--- src/sv/wvt_pkg.sv ---
`default_nettype none

package wvt_pkg;

   localparam int MAX_VERTICES    = 8;
   localparam int COORD_FRAC_BITS = 16;
   localparam int SCALE_FRAC_BITS = 16;
   localparam int TRIG_FRAC_BITS  = 14;

   localparam int VIDX_W   = (MAX_VERTICES > 1) ? $clog2(MAX_VERTICES) : 1;
   localparam int VCNT_W   = VIDX_W + 1;
   localparam int COORD_W  = 32;
   localparam int SCALE_W  = 24;
   localparam int TRIG_W   = 16;
   localparam int POINT_W  = 16;
   localparam int CENTER_W = 12;
   localparam int LINK_W   = 3;
   localparam int OPB_W    = SCALE_W + 1;
   localparam int PROD_W   = COORD_W + OPB_W;
   localparam int ACC_W    = PROD_W + 1;
   localparam int SCR_W    = ((COORD_W - COORD_FRAC_BITS) > POINT_W ?
                              (COORD_W - COORD_FRAC_BITS) : POINT_W) + 2;

   localparam int CUBE_VERTICES = 8;
   localparam int PYR_VERTICES  = 5;
   localparam int CUBE_POINTS   = 24;
   localparam int PYR_POINTS    = 16;
   localparam int K_W           = $clog2(CUBE_POINTS);
   localparam int PYR_K_W       = $clog2(PYR_POINTS);

   localparam int CSR_ADDR_W = 4;
   localparam int CSR_DATA_W = 32;
   localparam int CSR_IDX_W  = CSR_ADDR_W - 2;

   localparam logic [CSR_IDX_W-1:0] REG_SHAPE_SELECT = 2'd0;
   localparam logic [CSR_IDX_W-1:0] REG_OFFSET_X     = 2'd1;
   localparam logic [CSR_IDX_W-1:0] REG_OFFSET_Y     = 2'd2;

   localparam logic                SHAPE_CUBE     = 1'b0;
   localparam logic                SHAPE_PYRAMID  = 1'b1;
   localparam logic [CENTER_W-1:0] OFFSET_X_RESET = 12'd160;
   localparam logic [CENTER_W-1:0] OFFSET_Y_RESET = 12'd120;

   localparam logic REQ_LOAD  = 1'b0;
   localparam logic REQ_FRAME = 1'b1;

   localparam logic [LINK_W-1:0] CUBE_LINKS [CUBE_POINTS] = '{
      3'd0, 3'd1, 3'd1, 3'd3, 3'd3, 3'd2, 3'd2, 3'd0,
      3'd4, 3'd5, 3'd5, 3'd7, 3'd7, 3'd6, 3'd6, 3'd4,
      3'd0, 3'd4, 3'd1, 3'd5, 3'd2, 3'd6, 3'd3, 3'd7};

   localparam logic [LINK_W-1:0] PYR_LINKS [PYR_POINTS] = '{
      3'd0, 3'd1, 3'd1, 3'd2, 3'd2, 3'd3, 3'd3, 3'd0,
      3'd0, 3'd4, 3'd1, 3'd4, 3'd2, 3'd4, 3'd3, 3'd4};

   typedef enum logic [2:0] {
      ST_IDLE,
      ST_LOAD,
      ST_XFORM,
      ST_DRAIN,
      ST_EMIT
   } state_type;

   typedef enum logic [3:0] {
      STEP_SCALE_X,
      STEP_SCALE_Y,
      STEP_SCALE_Z,
      STEP_ROT1_XC,
      STEP_ROT1_ZS,
      STEP_ROT1_ZC,
      STEP_ROT1_XS,
      STEP_ROT2_YC,
      STEP_ROT2_ZS,
      STEP_ROT2_ZC,
      STEP_ROT2_YS
   } step_type;

   typedef enum logic [2:0] {
      OPA_MEM_X,
      OPA_MEM_Y,
      OPA_MEM_Z,
      OPA_WX,
      OPA_WY,
      OPA_WZ
   } opa_type;

   typedef enum logic [2:0] {
      OPB_SCALE,
      OPB_COS1,
      OPB_SIN1,
      OPB_COS2,
      OPB_SIN2
   } opb_type;

   typedef enum logic [1:0] {
      ACC_NONE,
      ACC_LOAD,
      ACC_ADD,
      ACC_SUB
   } acc_op_type;

   typedef enum logic [2:0] {
      WB_NONE,
      WB_WX,
      WB_WY,
      WB_WZ,
      WB_MEM_X,
      WB_MEM_Y,
      WB_MEM_Z
   } wb_type;

   typedef struct packed {
      logic              capture;
      logic              load_unit;
      opa_type           opa;
      opb_type           opb;
      acc_op_type        acc_op;
      wb_type            wb;
      logic [VIDX_W-1:0] vidx;
      logic              emit;
      logic [K_W-1:0]    emit_k;
      logic              emit_last;
   } cmd_type;

   typedef struct packed {
      logic out_free;
   } status_type;

   typedef struct packed {
      logic signed [1:0] x;
      logic signed [1:0] y;
      logic signed [1:0] z;
   } unit_type;

   function automatic logic [VCNT_W-1:0] vertex_count(input logic shape);
      int n;
      n = (shape == SHAPE_PYRAMID) ? PYR_VERTICES : CUBE_VERTICES;
      if (n > MAX_VERTICES) n = MAX_VERTICES;
      return VCNT_W'(n);
   endfunction

   function automatic logic [K_W-1:0] point_count(input logic shape);
      return (shape == SHAPE_PYRAMID) ? K_W'(PYR_POINTS) : K_W'(CUBE_POINTS);
   endfunction

   function automatic logic [LINK_W-1:0] link_vertex(input logic shape,
                                                     input logic [K_W-1:0] k);
      logic [LINK_W-1:0] v;
      if (shape == SHAPE_PYRAMID) v = PYR_LINKS[k[PYR_K_W-1:0]];
      else                        v = CUBE_LINKS[k];
      return v;
   endfunction

   // Cube corners follow the index bits (x, y, z); pyramid entries past the apex read zero.
   function automatic unit_type unit_vertex(input logic shape, input logic [LINK_W-1:0] v);
      unit_type u;
      u = '0;
      if (shape == SHAPE_CUBE) begin
         u.x = v[2] ? 2'sd1 : -2'sd1;
         u.y = v[1] ? 2'sd1 : -2'sd1;
         u.z = v[0] ? 2'sd1 : -2'sd1;
      end else begin
         case (v)
            3'd0: u = '{x: -2'sd1, y: -2'sd1, z: -2'sd1};
            3'd1: u = '{x:  2'sd1, y: -2'sd1, z: -2'sd1};
            3'd2: u = '{x:  2'sd1, y:  2'sd1, z: -2'sd1};
            3'd3: u = '{x: -2'sd1, y:  2'sd1, z: -2'sd1};
            3'd4: u = '{x:  2'sd0, y:  2'sd0, z:  2'sd1};
            default: u = '0;
         endcase
      end
      return u;
   endfunction

endpackage

`default_nettype wire

--- src/sv/wvt_req_if.sv ---
`default_nettype none

interface wvt_req_if import wvt_pkg::*; ();
   logic                     valid;
   logic                     ready;
   logic                     req_type;
   logic [SCALE_W-1:0]       scale_factor;
   logic signed [TRIG_W-1:0] sin_first;
   logic signed [TRIG_W-1:0] cos_first;
   logic signed [TRIG_W-1:0] sin_second;
   logic signed [TRIG_W-1:0] cos_second;

   modport source (output valid, req_type, scale_factor, sin_first, cos_first,
                   sin_second, cos_second, input ready);
   modport sink (input valid, req_type, scale_factor, sin_first, cos_first,
                 sin_second, cos_second, output ready);
endinterface

`default_nettype wire

--- src/sv/wvt_rsp_if.sv ---
`default_nettype none

interface wvt_rsp_if import wvt_pkg::*; ();
   logic                      valid;
   logic                      ready;
   logic signed [POINT_W-1:0] point_x;
   logic signed [POINT_W-1:0] point_y;
   logic                      last_point;

   modport source (output valid, point_x, point_y, last_point, input ready);
   modport sink (input valid, point_x, point_y, last_point, output ready);
endinterface

`default_nettype wire

--- src/sv/wvt_ctrl.sv ---
`default_nettype none

module wvt_ctrl import wvt_pkg::*; (
   input  logic       clock,
   input  logic       reset,
   input  logic       req_valid,
   input  logic       req_type,
   output logic       req_ready,
   input  logic       shape_select,
   input  status_type status,
   output cmd_type    cmd
);

   state_type         state_ff, state_in;
   step_type          step_ff, step_in;
   logic [VIDX_W-1:0] vidx_ff, vidx_in;
   logic [K_W-1:0]    k_ff, k_in;
   logic              frame_ff, frame_in;

   logic              last_vertex;
   logic              last_point;

   assign last_vertex = ({1'b0, vidx_ff} == vertex_count(shape_select) - VCNT_W'(1));
   assign last_point  = (k_ff == point_count(shape_select) - K_W'(1));

   // next state and counters
   always_comb begin
      state_in = state_ff;
      step_in  = step_ff;
      vidx_in  = vidx_ff;
      k_in     = k_ff;
      frame_in = frame_ff;
      unique case (state_ff)
         ST_IDLE: begin
            if (req_valid) begin
               step_in  = STEP_SCALE_X;
               vidx_in  = '0;
               k_in     = '0;
               frame_in = (req_type == REQ_FRAME);
               state_in = (req_type == REQ_FRAME) ? ST_XFORM : ST_LOAD;
            end
         end
         ST_LOAD: begin
            state_in = ST_XFORM;
         end
         ST_XFORM: begin
            if (step_ff == STEP_ROT2_YS) begin
               step_in = STEP_SCALE_X;
               vidx_in = vidx_ff + VIDX_W'(1);
               if (last_vertex) state_in = ST_DRAIN;
            end else begin
               step_in = step_type'(step_ff + 4'd1);
            end
         end
         ST_DRAIN: begin
            state_in = frame_ff ? ST_EMIT : ST_IDLE;
         end
         ST_EMIT: begin
            if (status.out_free) begin
               k_in = k_ff + K_W'(1);
               if (last_point) state_in = ST_IDLE;
            end
         end
         default: state_in = ST_IDLE;
      endcase
   end

   // commands to the datapath
   always_comb begin
      cmd           = '0;
      cmd.opa       = OPA_MEM_X;
      cmd.opb       = OPB_SCALE;
      cmd.acc_op    = ACC_NONE;
      cmd.wb        = WB_NONE;
      cmd.vidx      = vidx_ff;
      cmd.emit_k    = k_ff;
      cmd.emit_last = last_point;
      req_ready     = 1'b0;
      unique case (state_ff)
         ST_IDLE: begin
            req_ready   = 1'b1;
            cmd.capture = req_valid;
         end
         ST_LOAD: begin
            cmd.load_unit = 1'b1;
         end
         ST_XFORM: begin
            unique case (step_ff)
               STEP_SCALE_X: begin
                  cmd.opa = OPA_MEM_X; cmd.opb = OPB_SCALE;
                  cmd.acc_op = ACC_LOAD; cmd.wb = WB_WX;
               end
               STEP_SCALE_Y: begin
                  cmd.opa = OPA_MEM_Y; cmd.opb = OPB_SCALE;
                  cmd.acc_op = ACC_LOAD; cmd.wb = WB_WY;
               end
               STEP_SCALE_Z: begin
                  cmd.opa = OPA_MEM_Z; cmd.opb = OPB_SCALE;
                  cmd.acc_op = ACC_LOAD; cmd.wb = WB_WZ;
               end
               STEP_ROT1_XC: begin
                  cmd.opa = OPA_WX; cmd.opb = OPB_COS1; cmd.acc_op = ACC_LOAD;
               end
               STEP_ROT1_ZS: begin
                  cmd.opa = OPA_WZ; cmd.opb = OPB_SIN1;
                  cmd.acc_op = ACC_SUB; cmd.wb = WB_MEM_X;
               end
               STEP_ROT1_ZC: begin
                  cmd.opa = OPA_WZ; cmd.opb = OPB_COS1; cmd.acc_op = ACC_LOAD;
               end
               STEP_ROT1_XS: begin
                  // first-axis z goes back into wz for the second rotation
                  cmd.opa = OPA_WX; cmd.opb = OPB_SIN1;
                  cmd.acc_op = ACC_ADD; cmd.wb = WB_WZ;
               end
               STEP_ROT2_YC: begin
                  cmd.opa = OPA_WY; cmd.opb = OPB_COS2; cmd.acc_op = ACC_LOAD;
               end
               STEP_ROT2_ZS: begin
                  cmd.opa = OPA_WZ; cmd.opb = OPB_SIN2;
                  cmd.acc_op = ACC_SUB; cmd.wb = WB_MEM_Y;
               end
               STEP_ROT2_ZC: begin
                  cmd.opa = OPA_WZ; cmd.opb = OPB_COS2; cmd.acc_op = ACC_LOAD;
               end
               STEP_ROT2_YS: begin
                  cmd.opa = OPA_WY; cmd.opb = OPB_SIN2;
                  cmd.acc_op = ACC_ADD; cmd.wb = WB_MEM_Z;
               end
               default: cmd.acc_op = ACC_NONE;
            endcase
         end
         ST_DRAIN: begin
            cmd.acc_op = ACC_NONE;
         end
         ST_EMIT: begin
            cmd.emit = status.out_free;
         end
         default: req_ready = 1'b0;
      endcase
   end

   always_ff @(posedge clock) begin
      if (reset) begin
         state_ff <= ST_IDLE;
         step_ff  <= STEP_SCALE_X;
         vidx_ff  <= '0;
         k_ff     <= '0;
         frame_ff <= 1'b0;
      end else begin
         state_ff <= state_in;
         step_ff  <= step_in;
         vidx_ff  <= vidx_in;
         k_ff     <= k_in;
         frame_ff <= frame_in;
      end
   end

endmodule

`default_nettype wire

--- src/sv/wvt_dp.sv ---
`default_nettype none

module wvt_dp import wvt_pkg::*; (
   input  logic                      clock,
   input  logic                      reset,
   input  cmd_type                   cmd,
   output status_type                status,
   input  logic                      shape_select,
   input  logic [CENTER_W-1:0]       offset_x,
   input  logic [CENTER_W-1:0]       offset_y,
   input  logic [SCALE_W-1:0]        scale_factor,
   input  logic signed [TRIG_W-1:0]  sin_first,
   input  logic signed [TRIG_W-1:0]  cos_first,
   input  logic signed [TRIG_W-1:0]  sin_second,
   input  logic signed [TRIG_W-1:0]  cos_second,
   output logic                      rsp_valid,
   input  logic                      rsp_ready,
   output logic signed [POINT_W-1:0] point_x,
   output logic signed [POINT_W-1:0] point_y,
   output logic                      last_point
);

   function automatic logic signed [COORD_W-1:0] sat_coord(input logic signed [ACC_W-1:0] v);
      logic [ACC_W-COORD_W:0] hi;
      logic signed [COORD_W-1:0] r;
      hi = v[ACC_W-1:COORD_W-1];
      if ((&hi) || !(|hi)) r = v[COORD_W-1:0];
      else if (v[ACC_W-1]) r = {1'b1, {(COORD_W-1){1'b0}}};
      else                 r = {1'b0, {(COORD_W-1){1'b1}}};
      return r;
   endfunction

   // floor of v plus the center, stepped toward zero when negative with a fraction left
   function automatic logic signed [POINT_W-1:0] to_screen(input logic signed [COORD_W-1:0] v,
                                                           input logic [CENTER_W-1:0] c);
      logic signed [COORD_W-1:0] sh;
      logic signed [SCR_W-1:0]   fl;
      logic [SCR_W-POINT_W:0]    hi;
      logic signed [POINT_W-1:0] r;
      sh = v >>> COORD_FRAC_BITS;
      fl = sh[SCR_W-1:0];
      fl = fl + SCR_W'(c);
      if (fl[SCR_W-1] && (|v[COORD_FRAC_BITS-1:0])) fl = fl + SCR_W'(1);
      hi = fl[SCR_W-1:POINT_W-1];
      if ((&hi) || !(|hi)) r = fl[POINT_W-1:0];
      else if (fl[SCR_W-1]) r = {1'b1, {(POINT_W-1){1'b0}}};
      else                  r = {1'b0, {(POINT_W-1){1'b1}}};
      return r;
   endfunction

   logic [SCALE_W-1:0]        scale_ff;
   logic signed [TRIG_W-1:0]  sin1_ff, cos1_ff, sin2_ff, cos2_ff;

   logic signed [COORD_W-1:0] x_mem_ff [MAX_VERTICES];
   logic signed [COORD_W-1:0] y_mem_ff [MAX_VERTICES];
   logic signed [COORD_W-1:0] z_mem_ff [MAX_VERTICES];
   unit_type                  unit_tab [MAX_VERTICES];

   logic signed [COORD_W-1:0] wx_ff, wy_ff, wz_ff;

   logic [LINK_W-1:0]         link;
   logic [VIDX_W-1:0]         rd_idx;
   logic                      rd_ok;
   logic signed [COORD_W-1:0] rd_x, rd_y, rd_z;

   logic signed [COORD_W-1:0] opa_val;
   logic signed [OPB_W-1:0]   opb_val;
   logic signed [PROD_W-1:0]  prod_in, prod_ff;
   logic                      scale_p_ff;
   acc_op_type                acc_op_p_ff;
   wb_type                    wb_p_ff;
   logic [VIDX_W-1:0]         idx_p_ff;

   logic signed [ACC_W-1:0]   acc_ff, acc_in;
   logic signed [ACC_W-1:0]   prod_ext;
   logic signed [ACC_W-1:0]   shifted;
   logic signed [COORD_W-1:0] wb_val;

   logic                      rsp_valid_ff;
   logic signed [POINT_W-1:0] point_x_ff, point_y_ff;
   logic                      last_ff;

   always_ff @(posedge clock) begin
      if (cmd.capture) begin
         scale_ff <= scale_factor;
         sin1_ff  <= sin_first;
         cos1_ff  <= cos_first;
         sin2_ff  <= sin_second;
         cos2_ff  <= cos_second;
      end
   end

   // one read address: vertex under transform, or edge endpoint while emitting
   assign link   = link_vertex(shape_select, cmd.emit_k);
   assign rd_idx = cmd.emit ? link[VIDX_W-1:0] : cmd.vidx;
   assign rd_ok  = !cmd.emit || (int'(link) < MAX_VERTICES);
   assign rd_x   = rd_ok ? x_mem_ff[rd_idx] : '0;
   assign rd_y   = rd_ok ? y_mem_ff[rd_idx] : '0;
   assign rd_z   = rd_ok ? z_mem_ff[rd_idx] : '0;

   always_comb begin
      for (int i = 0; i < MAX_VERTICES; i++)
         unit_tab[i] = unit_vertex(shape_select, LINK_W'(i));
   end

   always_comb begin
      case (cmd.opa)
         OPA_MEM_X: opa_val = rd_x;
         OPA_MEM_Y: opa_val = rd_y;
         OPA_MEM_Z: opa_val = rd_z;
         OPA_WX:    opa_val = wx_ff;
         OPA_WY:    opa_val = wy_ff;
         OPA_WZ:    opa_val = wz_ff;
         default:   opa_val = '0;
      endcase
   end

   always_comb begin
      case (cmd.opb)
         OPB_SCALE: opb_val = {1'b0, scale_ff};
         OPB_COS1:  opb_val = OPB_W'(cos1_ff);
         OPB_SIN1:  opb_val = OPB_W'(sin1_ff);
         OPB_COS2:  opb_val = OPB_W'(cos2_ff);
         OPB_SIN2:  opb_val = OPB_W'(sin2_ff);
         default:   opb_val = '0;
      endcase
   end

   assign prod_in = opa_val * opb_val;

   // product stage
   always_ff @(posedge clock) begin
      prod_ff    <= prod_in;
      scale_p_ff <= (cmd.opb == OPB_SCALE);
      idx_p_ff   <= cmd.vidx;
   end

   always_ff @(posedge clock) begin
      if (reset) begin
         acc_op_p_ff <= ACC_NONE;
         wb_p_ff     <= WB_NONE;
      end else begin
         acc_op_p_ff <= cmd.acc_op;
         wb_p_ff     <= cmd.wb;
      end
   end

   // accumulate stage
   assign prod_ext = ACC_W'(prod_ff);

   always_comb begin
      case (acc_op_p_ff)
         ACC_LOAD: acc_in = prod_ext;
         ACC_ADD:  acc_in = acc_ff + prod_ext;
         ACC_SUB:  acc_in = acc_ff - prod_ext;
         default:  acc_in = acc_ff;
      endcase
   end

   assign shifted = scale_p_ff ? (acc_in >>> SCALE_FRAC_BITS) : (acc_in >>> TRIG_FRAC_BITS);
   assign wb_val  = sat_coord(shifted);

   always_ff @(posedge clock) begin
      acc_ff <= acc_in;
      if (wb_p_ff == WB_WX) wx_ff <= wb_val;
      if (wb_p_ff == WB_WY) wy_ff <= wb_val;
      if (wb_p_ff == WB_WZ) wz_ff <= wb_val;
   end

   always_ff @(posedge clock) begin
      if (reset) begin
         for (int i = 0; i < MAX_VERTICES; i++) begin
            x_mem_ff[i] <= '0;
            y_mem_ff[i] <= '0;
            z_mem_ff[i] <= '0;
         end
      end else if (cmd.load_unit) begin
         for (int i = 0; i < MAX_VERTICES; i++) begin
            x_mem_ff[i] <= COORD_W'(unit_tab[i].x) <<< COORD_FRAC_BITS;
            y_mem_ff[i] <= COORD_W'(unit_tab[i].y) <<< COORD_FRAC_BITS;
            z_mem_ff[i] <= COORD_W'(unit_tab[i].z) <<< COORD_FRAC_BITS;
         end
      end else begin
         if (wb_p_ff == WB_MEM_X) x_mem_ff[idx_p_ff] <= wb_val;
         if (wb_p_ff == WB_MEM_Y) y_mem_ff[idx_p_ff] <= wb_val;
         if (wb_p_ff == WB_MEM_Z) z_mem_ff[idx_p_ff] <= wb_val;
      end
   end

   // result register: take a new beat when empty or being drained
   assign status.out_free = !rsp_valid_ff || rsp_ready;

   always_ff @(posedge clock) begin
      if (reset) begin
         rsp_valid_ff <= 1'b0;
      end else if (cmd.emit) begin
         rsp_valid_ff <= 1'b1;
      end else if (rsp_ready) begin
         rsp_valid_ff <= 1'b0;
      end
   end

   always_ff @(posedge clock) begin
      if (cmd.emit) begin
         point_x_ff <= to_screen(rd_x, offset_x);
         point_y_ff <= to_screen(rd_y, offset_y);
         last_ff    <= cmd.emit_last;
      end
   end

   assign rsp_valid  = rsp_valid_ff;
   assign point_x    = point_x_ff;
   assign point_y    = point_y_ff;
   assign last_point = last_ff;

endmodule

`default_nettype wire

--- src/sv/wireframe_vertex_transform.sv ---
// A frame item transforms its N stored vertices (N = 8 cube, 5 pyramid), then gives
// one point a cycle while the sink takes them (24 or 16 points).
// A load item first reloads the unit vertices, transforms them and gives no points.
// A new item is taken only once the last one is done; one shared multiply-accumulate
// unit forms the 11 products per vertex, one per cycle.
// Reset: synchronous; control and CSR registers return to defaults and all stored vertices to zero.
`default_nettype none

module wireframe_vertex_transform import wvt_pkg::*; (
   input  logic                  clock,
   input  logic                  reset,
   wvt_req_if.sink               req_chan,
   wvt_rsp_if.source             rsp_chan,
   input  logic                  csr_psel,
   input  logic                  csr_penable,
   input  logic                  csr_pwrite,
   input  logic [CSR_ADDR_W-1:0] csr_paddr,
   input  logic [CSR_DATA_W-1:0] csr_pwdata,
   output logic [CSR_DATA_W-1:0] csr_prdata,
   output logic                  csr_pready
);

   logic                  shape_ff;
   logic [CENTER_W-1:0]   offset_x_ff, offset_y_ff;
   logic [CSR_IDX_W-1:0]  reg_idx;
   logic                  csr_write;

   cmd_type               cmd;
   status_type            status;
   logic                  req_ready;

   assign csr_pready = 1'b1;
   assign reg_idx    = csr_paddr[CSR_ADDR_W-1:2];
   assign csr_write  = csr_psel && csr_penable && csr_pwrite && csr_pready;

   always_ff @(posedge clock) begin
      if (reset) begin
         shape_ff    <= SHAPE_CUBE;
         offset_x_ff <= OFFSET_X_RESET;
         offset_y_ff <= OFFSET_Y_RESET;
      end else if (csr_write) begin
         unique case (reg_idx)
            REG_SHAPE_SELECT: shape_ff    <= csr_pwdata[0];
            REG_OFFSET_X:     offset_x_ff <= csr_pwdata[CENTER_W-1:0];
            REG_OFFSET_Y:     offset_y_ff <= csr_pwdata[CENTER_W-1:0];
            default:          shape_ff    <= shape_ff;
         endcase
      end
   end

   always_comb begin
      unique case (reg_idx)
         REG_SHAPE_SELECT: csr_prdata = CSR_DATA_W'(shape_ff);
         REG_OFFSET_X:     csr_prdata = CSR_DATA_W'(offset_x_ff);
         REG_OFFSET_Y:     csr_prdata = CSR_DATA_W'(offset_y_ff);
         default:          csr_prdata = '0;
      endcase
   end

   wvt_ctrl u_ctrl (
      .clock        (clock),
      .reset        (reset),
      .req_valid    (req_chan.valid),
      .req_type     (req_chan.req_type),
      .req_ready    (req_ready),
      .shape_select (shape_ff),
      .status       (status),
      .cmd          (cmd)
   );

   wvt_dp u_dp (
      .clock        (clock),
      .reset        (reset),
      .cmd          (cmd),
      .status       (status),
      .shape_select (shape_ff),
      .offset_x     (offset_x_ff),
      .offset_y     (offset_y_ff),
      .scale_factor (req_chan.scale_factor),
      .sin_first    (req_chan.sin_first),
      .cos_first    (req_chan.cos_first),
      .sin_second   (req_chan.sin_second),
      .cos_second   (req_chan.cos_second),
      .rsp_valid    (rsp_chan.valid),
      .rsp_ready    (rsp_chan.ready),
      .point_x      (rsp_chan.point_x),
      .point_y      (rsp_chan.point_y),
      .last_point   (rsp_chan.last_point)
   );

   assign req_chan.ready = req_ready;

   // an accepted item keeps the input closed while it is worked on
   a_busy_after_accept: assert property (@(posedge clock) disable iff (reset)
      (req_chan.valid && req_chan.ready) |=> !req_chan.ready)
      else $error("input still open right after an accepted beat");

   // nothing follows the final point of a frame
   a_quiet_after_last: assert property (@(posedge clock) disable iff (reset)
      (rsp_chan.valid && rsp_chan.ready && rsp_chan.last_point) |=> !rsp_chan.valid)
      else $error("result beat right after the last point");

   // mid-frame points only while the input is closed
   a_closed_mid_frame: assert property (@(posedge clock) disable iff (reset)
      (rsp_chan.valid && !rsp_chan.last_point) |-> !req_chan.ready)
      else $error("input open while a frame is still emitting");

endmodule

`default_nettype wire
--- src/flat_wrapper.sv ---
// flat-port wrapper written by rule: the top's interface ports become plain ports
module wireframe_vertex_transform_flat import wvt_pkg::*;
  (clock, reset, csr_psel, csr_penable, csr_pwrite, csr_paddr, csr_pwdata, csr_prdata, csr_pready, req_chan_valid, req_chan_req_type, req_chan_scale_factor, req_chan_sin_first, req_chan_cos_first, req_chan_sin_second, req_chan_cos_second, req_chan_ready, rsp_chan_valid, rsp_chan_point_x, rsp_chan_point_y, rsp_chan_last_point, rsp_chan_ready);
  wvt_req_if req_chan_i ();
  wvt_rsp_if rsp_chan_i ();
  input  logic clock;
  input  logic reset;
  input  logic csr_psel;
  input  logic csr_penable;
  input  logic csr_pwrite;
  input  logic [CSR_ADDR_W-1:0] csr_paddr;
  input  logic [CSR_DATA_W-1:0] csr_pwdata;
  output logic [CSR_DATA_W-1:0] csr_prdata;
  output logic csr_pready;
  input wire logic [$bits(req_chan_i.valid)-1:0] req_chan_valid;
  input wire logic [$bits(req_chan_i.req_type)-1:0] req_chan_req_type;
  input wire logic [$bits(req_chan_i.scale_factor)-1:0] req_chan_scale_factor;
  input wire logic [$bits(req_chan_i.sin_first)-1:0] req_chan_sin_first;
  input wire logic [$bits(req_chan_i.cos_first)-1:0] req_chan_cos_first;
  input wire logic [$bits(req_chan_i.sin_second)-1:0] req_chan_sin_second;
  input wire logic [$bits(req_chan_i.cos_second)-1:0] req_chan_cos_second;
  output wire logic [$bits(req_chan_i.ready)-1:0] req_chan_ready;
  output wire logic [$bits(rsp_chan_i.valid)-1:0] rsp_chan_valid;
  output wire logic [$bits(rsp_chan_i.point_x)-1:0] rsp_chan_point_x;
  output wire logic [$bits(rsp_chan_i.point_y)-1:0] rsp_chan_point_y;
  output wire logic [$bits(rsp_chan_i.last_point)-1:0] rsp_chan_last_point;
  input wire logic [$bits(rsp_chan_i.ready)-1:0] rsp_chan_ready;
  assign req_chan_i.valid = req_chan_valid;
  assign req_chan_i.req_type = req_chan_req_type;
  assign req_chan_i.scale_factor = req_chan_scale_factor;
  assign req_chan_i.sin_first = req_chan_sin_first;
  assign req_chan_i.cos_first = req_chan_cos_first;
  assign req_chan_i.sin_second = req_chan_sin_second;
  assign req_chan_i.cos_second = req_chan_cos_second;
  assign req_chan_ready = req_chan_i.ready;
  assign rsp_chan_valid = rsp_chan_i.valid;
  assign rsp_chan_point_x = rsp_chan_i.point_x;
  assign rsp_chan_point_y = rsp_chan_i.point_y;
  assign rsp_chan_last_point = rsp_chan_i.last_point;
  assign rsp_chan_i.ready = rsp_chan_ready;
  wireframe_vertex_transform u_core (.clock(clock), .reset(reset), .req_chan(req_chan_i), .rsp_chan(rsp_chan_i), .csr_psel(csr_psel), .csr_penable(csr_penable), .csr_pwrite(csr_pwrite), .csr_paddr(csr_paddr), .csr_pwdata(csr_pwdata), .csr_prdata(csr_prdata), .csr_pready(csr_pready));
endmodule
--- config.mk ---
export PLATFORM = sky130hd
export DESIGN_NAME = wireframe_vertex_transform_flat
export DESIGN_NICKNAME = d
export VERILOG_FILES = /design/src/sv/wvt_pkg.sv /design/src/sv/wvt_req_if.sv /design/src/sv/wvt_rsp_if.sv /design/src/sv/wvt_ctrl.sv /design/src/sv/wvt_dp.sv /design/src/sv/wireframe_vertex_transform.sv /design/src/flat_wrapper.sv
export SDC_FILE = /design/constraint.sdc
export NUM_CORES = 2
export LEC_CHECK = 0
export BUFFER_PORTS_ARGS = -buffer_cell sky130_fd_sc_hd__buf_2
export CAP_MARGIN = 20
export CORE_MARGIN = 2
export CORE_UTILIZATION = 35
export CTS_CLUSTER_SIZE = 28
export DETAILED_ROUTE_END_ITERATION = 8
export PLACE_DENSITY = 0.49
export SLEW_MARGIN = 30
export SYNTH_ARGS = -nofsm -noshare
export SYNTH_HDL_FRONTEND = slang
export SYNTH_HIERARCHICAL = 1
export SYNTH_SLANG_ARGS = --single-unit
--- constraint.sdc ---
create_clock -name clock -period 27.6 [get_ports clock]
set_clock_uncertainty 0.15 [all_clocks]
set_input_delay 2.76 -clock clock [delete_from_list [all_inputs] [get_ports clock]]
set_output_delay 2.76 -clock clock [all_outputs]
set_load 0.005 [all_outputs]
# Word-level counts from Yosys, hierarchy flattened
# Memory sizes are Yosys's and may differ from the RTL's.
# Cells that the tools add are included.
op_classes:
  eq_ne: 41
  n_lt_le_gt_ge: 3
  n_bitwise: 27
  n_mul: 1
  n_mux: 108
  reduce_logical: 45
  n_addsub: 11
ops:
  columns: ["operator", "count"]
  rows:
  - ["$mux W32", 29]
  - ["$pmux W32 S6", 1]
  - ["$pmux W58 S3", 1]
  - ["$pmux W25 S5", 1]
  - ["$reduce_or A32 Y1", 3]
  - ["$mux W18", 4]
  - ["$mux W16", 4]
  - ["$pmux W6 S10", 1]
  - ["$add A58 B57 Y58", 1]
  - ["$sub A58 B57 Y58", 1]
  - ["$mul A32 B25 Y57", 1]
  - ["$mux W3", 17]
  - ["$mux W43", 1]
  - ["$add A17 B2 Y18 const B", 2]
  - ["$pmux W12 S3", 1]
  - ["$add A16 B13 Y17", 2]
  - ["$reduce_or A16 Y1", 2]
  - ["$mux W5", 6]
  - ["$reduce_and A27 Y1", 1]
  - ["$reduce_or A27 Y1", 1]
  - ["$mux W1", 26]
  - ["$eq A3 B2 Y1 const B", 8]
  - ["$or A1 B1 Y1", 24]
  - ["$eq A3 B3 Y1 const B", 7]
  - ["44 further kinds", 91]
word_totals:
  reg_bits: 383
  romBits: 144
  ramBits: 768
  inputBits: 132
  output_inout_bits: 68
  mem_count: 5
memory_table:
  columns: ["name", "depth", "width", "read_ports", "rd_ports_with_merged_regs", "wr", "line_no", "source"]
  rows:
  - ["u_core.u_dp.x_mem_ff", 8, 32, 1, 0, 8, "wvt_dp.sv:54", "logic signed [COORD_W-1:0] x_mem_ff [MAX_VERTICES];"]
  - ["u_core.u_dp.y_mem_ff", 8, 32, 1, 0, 8, "wvt_dp.sv:55", "logic signed [COORD_W-1:0] y_mem_ff [MAX_VERTICES];"]
  - ["u_core.u_dp.z_mem_ff", 8, 32, 1, 0, 8, "wvt_dp.sv:56", "logic signed [COORD_W-1:0] z_mem_ff [MAX_VERTICES];"]
  - ["(no name shown)", 32, 3, 1, 0, 0, "wvt_pkg.sv:150", "else v = CUBE_LINKS[k];"]
  - ["(no name shown)", 16, 3, 1, 0, 0, "wvt_pkg.sv:149", "if (shape == SHAPE_PYRAMID) v = PYR_LINKS[k[PYR_K_W-1:0]];"]

# Logic depth before layout (Yosys ltp)
# An unclocked memory read counts as a cell.
depth:
  ltp_word: 15
  depth_mapped: 49
  depth_no_buf: 40

# By module
# Netlist, hierarchy kept.
modules_own_cells:
  columns: ["mod", "n_inst", "area_per_inst_um2", "cells_each"]
  rows:
  - ["wvt_dp", 1, 84174.5, 8567]
  - ["wireframe_vertex_transform", 1, 1358.8, 144]
  - ["wvt_ctrl", 1, 1133.6, 135]

# Least setup slack after synthesis
# Ideal clock, no wire load.
synth_path:
  path_kind: "input port to flip-flop"
  startpoint: "in rsp_chan_ready"
  endpoint: "reg u_core.u_dp.prod_ff[55]"
  cell_stages: 42
  arrival_ns: 13.529
  path_slack_ns: 13.803
  required_time_ns: 27.332
  path_cell_list: "nand2b_1 -> and4bb_1 -> nand2b_1 -> a311o_1 -> nand2_1 -> buf_4 -> buf_4 -> buf_4 -> buf_4 -> buf_2 -> buf_4 -> buf_2 -> nand3_1 -> a31oi_1 -> o21ai_0 -> a2111oi_0 -> buf_2 -> nor2_1 -> [... 6 more ...] -> fa_1 -> fa_1 -> inv_1 -> fa_1 -> inv_1 -> ha_1 -> a21o_1 -> a21o_1 -> a21oi_1 -> o21ai_0 -> a21oi_1 -> o2111ai_1 -> a31o_2 -> a41oi_1 -> o21bai_1 -> a21o_1 -> a311o_1 -> xnor2_1"
synth_rtl:
  columns: ["item", "line_no", "source"]
  rows:
  - ["start, declared", "flat_wrapper.sv:27", "input wire logic [$bits(rsp_chan_i.ready)-1:0] rsp_chan_ready;"]
  - ["end signal, assigned", "wvt_dp.sv:133", "prod_ff <= prod_in;"]
  - ["end, declared", "wvt_dp.sv:68", "logic signed [PROD_W-1:0] prod_in, prod_ff;"]

==> results.cfg <==
[status]
outcome = finished, final reports clean

[cts]
cts_num_sinks = 1151
clkLatencyLatePin_ns = 0.83
cts_max_path_buffers = 3
numCtsBuffers = 137
postCtsSetupRepairBufs = 0
clockRootBuffer = clkbuf_16
clkTransAtPathRegs_ns = 0.06
holdBufCountCts = 0
h-tree-depth = 4
post_cts_resized = 0
cts_tree = yes

[timing]
setup_viol = 0
fmax_ghz = 0.0598
fin_tns_setup_ns = 0
final_max_slew_viol_count = 0
finalHoldViolations = 0
fin_crit_sh_pct = 60.5
grt_setup_unrepaired = false
fin_crit_ns = 16.71
tightestPinTransition_ns = 1.17
relSlewSlack_pct = 22.0

[worst_setup_path]
startpoint = rsp_chan_ready
cp_slowest_cell = xnor2_1
crit_required_ns = 27.99
path_common_cell = fa_1
path_class = input pin to flip-flop
cp_slowest_stage_delay_ns = 0.85
end_kind = flip-flop
worst_ep_arrival_time_ns = 17.10
startpoint_type = input pin
reg2reg_from = u_core/u_ctrl/state_ff[2]$_SDFFE_PP0P_
worst-path-max-fanout = 134

[synth]
yosysWarnings = 6
synth_ff_type = edfxtp_1
synth_edf_count = 999
syn_area_per_cell_um2 = 9.80
syn_area_um2 = 86700
ys_types = 109
synthCells = 8846
ys_async_sr_fraction_pct = 0
synth_seq_cells = 1151
seq_area_frac_synth_pct = 38.1

[grt]
grt_pass1_vias = 67881
antenna_found_initial = 21
grt_pass1_wl_mm = 459
grt.total_usage_pct = 24.7
grt_max_degree = 151
grt-ovfl-total = 0

[placed_design]
hpwlAfterDp_mm = 219
placed_cell_area_um2 = 91300
gp_congestion = 0.924
io_buffers = 156

[finish]
drive_gt1_share_pct = 9.07
register_area_um2 = 33000
fillCellCount = 24485
multi_input_area_um2 = 48100
area_delta_synth_final_pct = 10.5
finalInstanceArea_um2 = 95700
nNetsFinal = 9962

[floorplan]
core_area_um2 = 246000
initial_core_util_pct = 35.2
die_area_um2 = 252000
rows = 182
io_pins = 200
fp.dieW_um = 502
die_h_um = 502

[job]
cap_viol_max_count = 0

[drt]
drtPass1Iterations = 6
topRoutingLayerUsed = met5
via_per_inst = 5.57
routedWlPerCell_um = 25.8
drc = 0
detail_route.wirelength_mm = 314
wl_met1_mm = 133
drtIter0Drc = 6962
vias = 67921
routed-wl-met3_mm = 23.7
drtAntennaViolNets = 0
met2_length_mm = 144

[worst_hold_path]
min_from = u_core/u_ctrl/vidx_ff[2]$_SDFFE_PP0P_
hold_path_class = flip-flop to flip-flop
-- final timing paths --
check | to | slack, ns | cells past startpoint
setup reg to reg | u_core/u_dp/prod_ff[49]$_DFF_P_ | 12.49 | 37
hold reg to reg | u_core/u_dp/idx_p_ff[2]$_DFF_P_ | 0.33 | 0
setup / recovery | u_core/u_dp/prod_ff[49]$_DFF_P_ | 10.89 | 39
hold / removal | u_core/u_dp/idx_p_ff[2]$_DFF_P_ | 0.33 | 0
-- layer usage --
| layer | GRT usage, % | up-vias |
|---|---|---|
| met3 | 4.28 | 511 |
| met1 | 33.6 | 34904 |
| met2 | 39.2 | 2736 |
| met4 | 9.12 | 16 |
| met5 | 0 | - |
| li1 | - | 29754 |
-- flip-flops by register name, summed over array words and instances, names as in the netlist, 32 cells and up --
register              flops
u_core/u_dp/wx_ff        32
u_core/u_dp/wy_ff        32
u_core/u_dp/x_mem_ff    256
u_core/u_dp/acc_ff       58
u_core/u_dp/prod_ff      57
u_core/u_dp/y_mem_ff    256
u_core/u_dp/wz_ff        32
u_core/u_dp/z_mem_ff    256
-- logic make-up (layout without fill, tap and decap cells) --
logic type / count (synthesis) / count (layout) / share of synthesized area [%]
multiplexers: 254 / 254 / 3.00
AND/OR/NAND/NOR: 2890 / 2890 / 14.8
buffers and inverters: 1567 / 1569 / 7.41
flip-flops: 1151 / 1151 / 38.1
XOR/XNOR: 200 / 200 / 2.02
other: 2 / 27 / 0.00867
AO/OA/AOI/OAI: 1713 / 1713 / 12.1
adder cells (fa/ha/maj): 1069 / 1069 / 22.6
-- worst max-delay path, delay by kind of cell --
family                   cells  cell delay, ns
AO/OA/AOI/OAI               12            3.81
AND/OR/NAND/NOR              8            2.46
buffers and inverters       10            2.86
XOR/XNOR                     1            0.85
adder cells (fa/ha/maj)      8            3.95
-- synth_stat cells (16+ instances only) --
master / instances / area (µm²)
and3_1: 82 / 513
nand2_1: 1304 / 4890
o21a_1: 34 / 255
xnor2_1: 133 / 1160
dfxtp_1: 152 / 3040
inv_1: 934 / 3510
o21ai_0: 363 / 1820
xor2_1: 67 / 587
nor2b_1: 60 / 375
a21o_1: 46 / 345
buf_4: 41 / 308
a31oi_1: 123 / 769
buf_2: 213 / 1070
mux2_2: 34 / 383
nor3_1: 81 / 405
nand2b_1: 70 / 438
a211oi_1: 33 / 248
a311oi_1: 23 / 201
o21bai_1: 38 / 285
buf_6: 16 / 180
or3_1: 24 / 150
clkbuf_1: 334 / 1250
o211ai_1: 25 / 188
nor4_1: 37 / 231
mux2i_1: 219 / 2190
edfxtp_1: 999 / 30000
a22o_1: 43 / 377
a21oi_1: 663 / 3320
fa_1: 822 / 16500
nor2_1: 676 / 2540
o21ai_1: 69 / 345
nor3b_1: 21 / 158
nand3_1: 352 / 1760
buf_1: 25 / 93.8
and2_1: 57 / 357
o31ai_1: 20 / 150
nand4_1: 43 / 269
ha_1: 246 / 3080
a22oi_1: 38 / 285
-- layout make-up --
cell class	count	share of cell area, %
Multi-Input combinational cell	6147	50.2
Sequential cell	1151	34.5
Tap cell	3312	4.33
Clock buffer	169	3.76
Inverter	938	3.68
Timing Repair Buffer	387	2.70
Clock inverter	75	0.801
Antenna cell	6	0.0157
-- per-stage QoR --
| stage | std cells | hold slack (ns) | setup WS (ns) | utilization, % |
|---|---|---|---|---|
| after floorplan | 8865 | 0.220 | 13.80 | - |
| after global placement | 11932 | 0.314 | 9.97 | 37.0 |
| after detailed placement | 11932 | 0.320 | 10.25 | 37.1 |
| after CTS | 12176 | 0.339 | 11.04 | 38.9 |
| after global routing | 12181 | 0.337 | 10.41 | 38.9 |
| final | 12185 | 0.332 | 10.89 | 38.9 |
-- cells in the final DEF, fill, tap and decap left out, types with 69 or more instances in the layout --
master	count
edfxtp_1	999
buf_2	158
inv_1	934
mux2i_1	214
fa_1	822
nor3_1	71
ha_1	246
o21ai_0	351
a21oi_1	655
nand2b_1	69
nand3_1	351
nand2_1	1297
buf_4	222
nor2_1	672
and3_1	82
clkbuf_16	138
xnor2_1	129
a31oi_1	118
dfxtp_1	150
Power is not shown: default switching activity piles up to over one toggle a cycle in this logic, so the estimate is an artifact.
